--- src/rmp_pkg.sv ---
package rmp_pkg;

    // widths
    localparam int ENTRY_BITS = 16;
    localparam int LEAF_BITS  = 10;
    localparam int COUNT_BITS = 11;
    localparam int NODE_BITS  = 11;
    localparam int NODE_DEPTH = 2048;
    localparam int SUM_BITS   = 2 * ENTRY_BITS + 1;
    localparam int CNT_BITS   = 6;
    localparam int STK_DEPTH  = 16;
    localparam int STK_BITS   = 4;
    localparam int MAX_LEAVES = 1024;

    // 2x2 matrix, element 0 = top-left, 1 = top-right, 2 = bottom-left, 3 = bottom-right
    typedef logic [3:0][ENTRY_BITS-1:0] mat_t;

    localparam mat_t IDENT_MAT = {16'd1, 16'd0, 16'd0, 16'd1};

    // configuration register indexes
    typedef enum logic [0:0] {
        CFG_MODULUS    = 1'b0,
        CFG_LEAF_COUNT = 1'b1
    } cfg_idx_t;

    // input actions
    localparam logic ACT_LOAD  = 1'b0;
    localparam logic ACT_QUERY = 1'b1;

    typedef struct packed {
        logic                  action;
        logic [LEAF_BITS-1:0]  leaf_index;
        logic [ENTRY_BITS-1:0] entry_00;
        logic [ENTRY_BITS-1:0] entry_01;
        logic [ENTRY_BITS-1:0] entry_10;
        logic [ENTRY_BITS-1:0] entry_11;
        logic [LEAF_BITS-1:0]  range_low;
        logic [LEAF_BITS-1:0]  range_high;
    } req_t;

    typedef struct packed {
        logic [ENTRY_BITS-1:0] prod_00;
        logic [ENTRY_BITS-1:0] prod_01;
        logic [ENTRY_BITS-1:0] prod_10;
        logic [ENTRY_BITS-1:0] prod_11;
        logic                  status;
    } rsp_t;

    // classified command handed from front to back
    typedef enum logic [1:0] {
        CMD_LOAD  = 2'd0,
        CMD_QUERY = 2'd1,
        CMD_IDENT = 2'd2
    } cmd_kind_t;

    typedef struct packed {
        cmd_kind_t            kind;
        logic                 status;
        logic [LEAF_BITS-1:0] pos;
        logic [LEAF_BITS-1:0] lo;
        logic [LEAF_BITS-1:0] hi;
        mat_t                 mat;
    } cmd_t;

    // back-end sequencer states
    typedef enum logic [3:0] {
        ST_IDLE,
        ST_LDRED,
        ST_CALL,
        ST_RD,
        ST_RET,
        ST_LRD1,
        ST_LRD2,
        ST_MULW,
        ST_OUT
    } back_state_t;

endpackage

--- src/rmp_front.sv ---
module rmp_front (
    input  logic                          clk,
    input  logic                          rst_n,
    input  logic                          req_valid,
    output logic                          req_stall,
    input  rmp_pkg::req_t                 req,
    input  logic [rmp_pkg::COUNT_BITS-1:0] leaf_n,
    output logic                          q_valid,
    input  logic                          q_pop,
    output rmp_pkg::cmd_t                 q_cmd
);
    import rmp_pkg::*;

    cmd_t        ent_reg [2];
    logic        wr_ptr_reg, wr_ptr_next;
    logic        rd_ptr_reg, rd_ptr_next;
    logic [1:0]  count_reg, count_next;
    cmd_t        cls;
    logic        keep;
    logic        accept;
    logic        push;

    // classify the incoming item
    always_comb
    begin
        cls.kind   = CMD_QUERY;
        cls.status = 1'b0;
        cls.pos    = req.leaf_index;
        cls.lo     = req.range_low;
        cls.hi     = req.range_high;
        cls.mat    = {req.entry_11, req.entry_10, req.entry_01, req.entry_00};
        keep       = 1'b1;
        if (req.action == ACT_LOAD)
        begin
            cls.kind = CMD_LOAD;
            keep     = ({1'b0, req.leaf_index} < leaf_n);
        end
        else if (({1'b0, req.range_low} >= leaf_n) || ({1'b0, req.range_high} >= leaf_n))
        begin
            cls.kind   = CMD_IDENT;
            cls.status = 1'b1;
        end
        else if (req.range_low > req.range_high)
        begin
            cls.kind = CMD_IDENT;
        end
    end

    // two-entry queue toward the back end
    assign req_stall = (count_reg == 2'd2);
    assign accept    = req_valid && !req_stall;
    assign push      = accept && keep;
    assign q_valid   = (count_reg != 2'd0);
    assign q_cmd     = ent_reg[rd_ptr_reg];

    always_comb
    begin
        wr_ptr_next = wr_ptr_reg ^ push;
        rd_ptr_next = rd_ptr_reg ^ (q_pop && q_valid);
        count_next  = count_reg + {1'b0, push} - {1'b0, q_pop && q_valid};
    end

    always_ff @(posedge clk or negedge rst_n)
    begin
        if (!rst_n)
        begin
            wr_ptr_reg <= 1'b0;
            rd_ptr_reg <= 1'b0;
            count_reg  <= 2'd0;
        end
        else
        begin
            wr_ptr_reg <= wr_ptr_next;
            rd_ptr_reg <= rd_ptr_next;
            count_reg  <= count_next;
        end
    end

    always_ff @(posedge clk)
    begin
        if (push)
        begin
            ent_reg[wr_ptr_reg] <= cls;
        end
    end

endmodule

--- config.mk ---
export PLATFORM = sky130hd
export DESIGN_NAME = rmp_front
export DESIGN_NICKNAME = d
export VERILOG_FILES = /design/src/rmp_pkg.sv /design/src/rmp_front.sv
export SDC_FILE = /design/constraint.sdc
export NUM_CORES = 1
export LEC_CHECK = 0
export BUFFER_PORTS_ARGS = -buffer_cell sky130_fd_sc_hd__clkbuf_2
export CELL_PAD_IN_SITES_DETAIL_PLACEMENT = 2
export CELL_PAD_IN_SITES_GLOBAL_PLACEMENT = 2
export CORE_ASPECT_RATIO = 0.6
export CORE_MARGIN = 10
export CORE_UTILIZATION = 34
export DETAILED_ROUTE_END_ITERATION = 8
export PLACE_DENSITY = 0.84
export RECOVER_POWER = 25
export SETUP_SLACK_MARGIN = 0.05
export SKIP_LAST_GASP = 1
export SYNTH_ARGS = -nofsm -noshare
export SYNTH_HDL_FRONTEND = slang
export SYNTH_SLANG_ARGS = --single-unit
--- constraint.sdc ---
create_clock -name clk -period 3.6 [get_ports clk]
set_clock_uncertainty 0.1 [all_clocks]
set_input_delay 0.36 -clock clk [delete_from_list [all_inputs] [get_ports clk]]
set_output_delay 0.36 -clock clk [all_outputs]
set_load 0.02 [all_outputs]
==> impl_results.md <==
- Share of cells above drive strength 1: 41.76%
- I/O pin count: about 210
- Pins over their slew limit: 0
- Total GRT Usage: 15.29%
- Crit-path max FO: 51
- GP Congestion: 0.7749
- Layout Cells excl Fill: 995
- Sequential element share of the synthesized area: 72.87%
- CTS H-tree depth: 4
- First-pass GRT wire length: between 30000 and 40000 microns
- Synth warn: 0
- Final setup vio count: 0
- Initial antenna violation count: 0
- Rows: between 40 and 50
- Post-cts sizing count: 0
- Critical path type: register to output port
- DRT Wirelength: 23310 microns
- Dpl hpwl: approximately 18000 microns
- CTS tree: done
- Die ar.: 0.03070 sq mm
- # diodes: 0
- R2R Path Start: count_reg[1]
- DRC Markers: 0
- Fmax: approximately 360 MHz
- Post-route ant nets: 0
- Most frequent cells in the layout: edfxtp_1, clkbuf_2, mux2_2
- Clock Tree Buf Depth: 2
- Cells after Synth: 442
- Placed cell count: 959
- Vias/cell: 4.751
- Hold-critical path depth: 1
- Mapped Avg Cell Area: 18.40 sq um
- Worst skew pair latency: 0.42 ns
- Commonest non-fill, non-tap cell in the layout: edfxtp_1
- Reg2Reg Depth: 5
- Max IR drop VDD: slightly below 0.0007 V
- DR iter-0 viols: about 260
- NumNets Final: 821
- Status: finished clean
- Synthesized flop and latch total: between 150 and 200
- Hold Path End: ent_reg[1][56]
- Fin. Hold Viols: 0
- CP max stage cell: dfrtp_4
- Final Power: ~7.8 mW
- Die width: 219.7 microns
- Syn nets: between 500 and 600
- Crit path capture type: output port
- Period utilization: 77.43%
- Filler cells: 2274
- Startpoint types: register
- Worst r2r dst: ent_reg[0][63]
- Mapped cell area: 0.008132 sq mm
- IO Port Bufs: 208
- Hold Path Class: primary input to register
- R2R setup slack: 1.34 ns
- Core box area: 0.02330 sq mm
- Crit path cell chain: buf_12 -> mux2_2 -> clkbuf_2
- CTS Root Buffer Type: clkbuf_16
- Starting Density: about a third
- RSZ-0062 raised after global routing: no
- Area Growth Syn to Fin: 24.54%
- Yosys cell types: 35
- DR WL/cell: 23.42 microns
- PwrDens: 769.7 mW/mm^2
- Overflow after GRT: 0
- Die Y: 139.8 microns
- Largest net degree at the start of global routing: 74
- Max reg flops: between 150 and 200
- Final TNS setup: 0 ns
- Least-Margin Pin Slew: between 0.7 and 0.8 ns
- Largest stage delay on the critical path: 0.86 ns
- P_leak: between 3 and 4 nW
- Critical Path RT: 3.14 ns
- Max-cap violations: 0
- Vias post-DR: 4727
- CTS clk-pin slew, worst paths: approximately 0.070 ns
- Min-delay src: req[28]
- First-pass DRT Iterations: 4
- CTS sink count: 198
- Rel. slew slack: between 50 and 60%
- Final Critical Period: 2.787 ns
- Vias in the first global route: 5520
- Arrival time at the worst endpoint: 2.33 ns
- Total CTS buffers: 17
[report_power, final]
group / total [mW] / internal (mW) / switching (mW)
Clock: 1.80 / 0.950 / 0.846
Combinational: 2.65 / 1.01 / 1.64
Sequential: 3.35 / 3.11 / 0.239
Total: 7.79 / 5.07 / 2.72
[worst max-delay path: cells and delay by family, from the launching register on]
kind / cells / cell delay, ns
buffers and inverters: 2 / 0.53
muxes: 1 / 0.41
DFF: 1 / 0.86
[synthesized netlist by cell type (all sizes together)]
| cell type | instances | area, sq um |
|---|---|---|
| a211oi | 2 | 20.02 |
| xor2 | 1 | 8.760 |
| a31oi | 3 | 18.77 |
| nand3 | 5 | 25.02 |
| or2 | 1 | 6.260 |
| nand2b | 4 | 25.02 |
| edfxtp | 194 | 5826 |
| a2111oi | 1 | 15.01 |
| nor2b | 1 | 6.260 |
| nor2 | 3 | 11.26 |
| dfrtp | 4 | 100.1 |
| mux2 | 97 | 1092 |
| inv | 26 | 97.59 |
| ha | 43 | 538.0 |
| o211ai | 1 | 7.510 |
| o21a | 2 | 15.01 |
| buf | 11 | 55.05 |
| a211o | 1 | 8.760 |
| a21o | 7 | 53.80 |
| xnor2 | 2 | 17.52 |
| or3 | 1 | 6.260 |
| nor3 | 4 | 20.02 |
| o21ai | 3 | 15.01 |
| nand4 | 4 | 25.02 |
| o32ai | 1 | 8.760 |
| and3 | 2 | 13.77 |
| and2 | 1 | 6.260 |
| nand2 | 6 | 22.52 |
| a41oi | 1 | 8.760 |
| o221a | 1 | 11.26 |
| nor4 | 1 | 6.260 |
| a21oi | 8 | 40.04 |
[stage by stage]
step | hold WS, ns | cell area (sq um) | util [%] | worst slack (ns)
2_1_floorplan | -0.03559 | 8132 | - | -0.8263
5_1_grt | 0.001517 | 10130 | 43.47 | 0.6947
3_5_place_dp | 0.08226 | 9615 | 41.28 | 0.4786
4_1_cts | 0.0005297 | 10180 | 43.71 | 0.7801
6_report | 0.02946 | 10130 | 43.47 | 0.8127
3_3_place_gp | 0.07926 | 9615 | 41.28 | 0.7351
[per-layer routing]
metal	wire length [microns]	share of wire (%)	track usage, %
met1	9764	42	18.34
met5	0	0	0
met4	213	0.91	3.159
met2	11540	50	25.49
met3	1791	7.7	6.017
[area by class of cell]
class / count / area, sq um / area share [%]
clock inverters: 12 / 105.1 / 1.038
well taps: 315 / 394.1 / 3.892
clock buffers: 19 / 432.9 / 4.275
multi-input cells: 207 / 2078 / 20.52
inverters: 26 / 97.59 / 0.9637
repair buffers: 218 / 1090 / 10.76
flip-flops and latches: 198 / 5929 / 58.55
[cell families (layout without fill, tap and decap cells)]
group | after synthesis | count (layout) | synth area share, %
XOR/XNOR | 3 | 3 | 0.3232
buffers and inverters | 37 | 275 | 1.877
AND/OR/NAND/NOR | 33 | 33 | 2.139
flip-flops | 198 | 198 | 72.87
AO/OA/AOI/OAI | 31 | 31 | 2.739
multiplexers | 97 | 97 | 13.43
adder cells (fa/ha/maj) | 43 | 43 | 6.616
[worst max-delay path by stage]
stage                from              to  slack (ns)  depth (start not counted)
6_report       rd_ptr_reg       q_cmd[88]        0.81                          3
3_5_place_dp    leaf_n[8]  ent_reg[1][32]        0.48                         10
3_3_place_gp    leaf_n[8]   ent_reg[0][4]        0.74                         10
2_1_floorplan   leaf_n[8]   ent_reg[1][0]       -0.83                          8
5_1_grt        rd_ptr_reg       q_cmd[95]        0.69                          3
4_1_cts        rd_ptr_reg       q_cmd[88]        0.78                          3
[repair_timing]
action	4_1_cts	5_1_grt
setup buffers	0	0
hold endpoints to repair	7	3
hold buffers	3	2
Note: power is estimated with default switching activity, not from simulation.
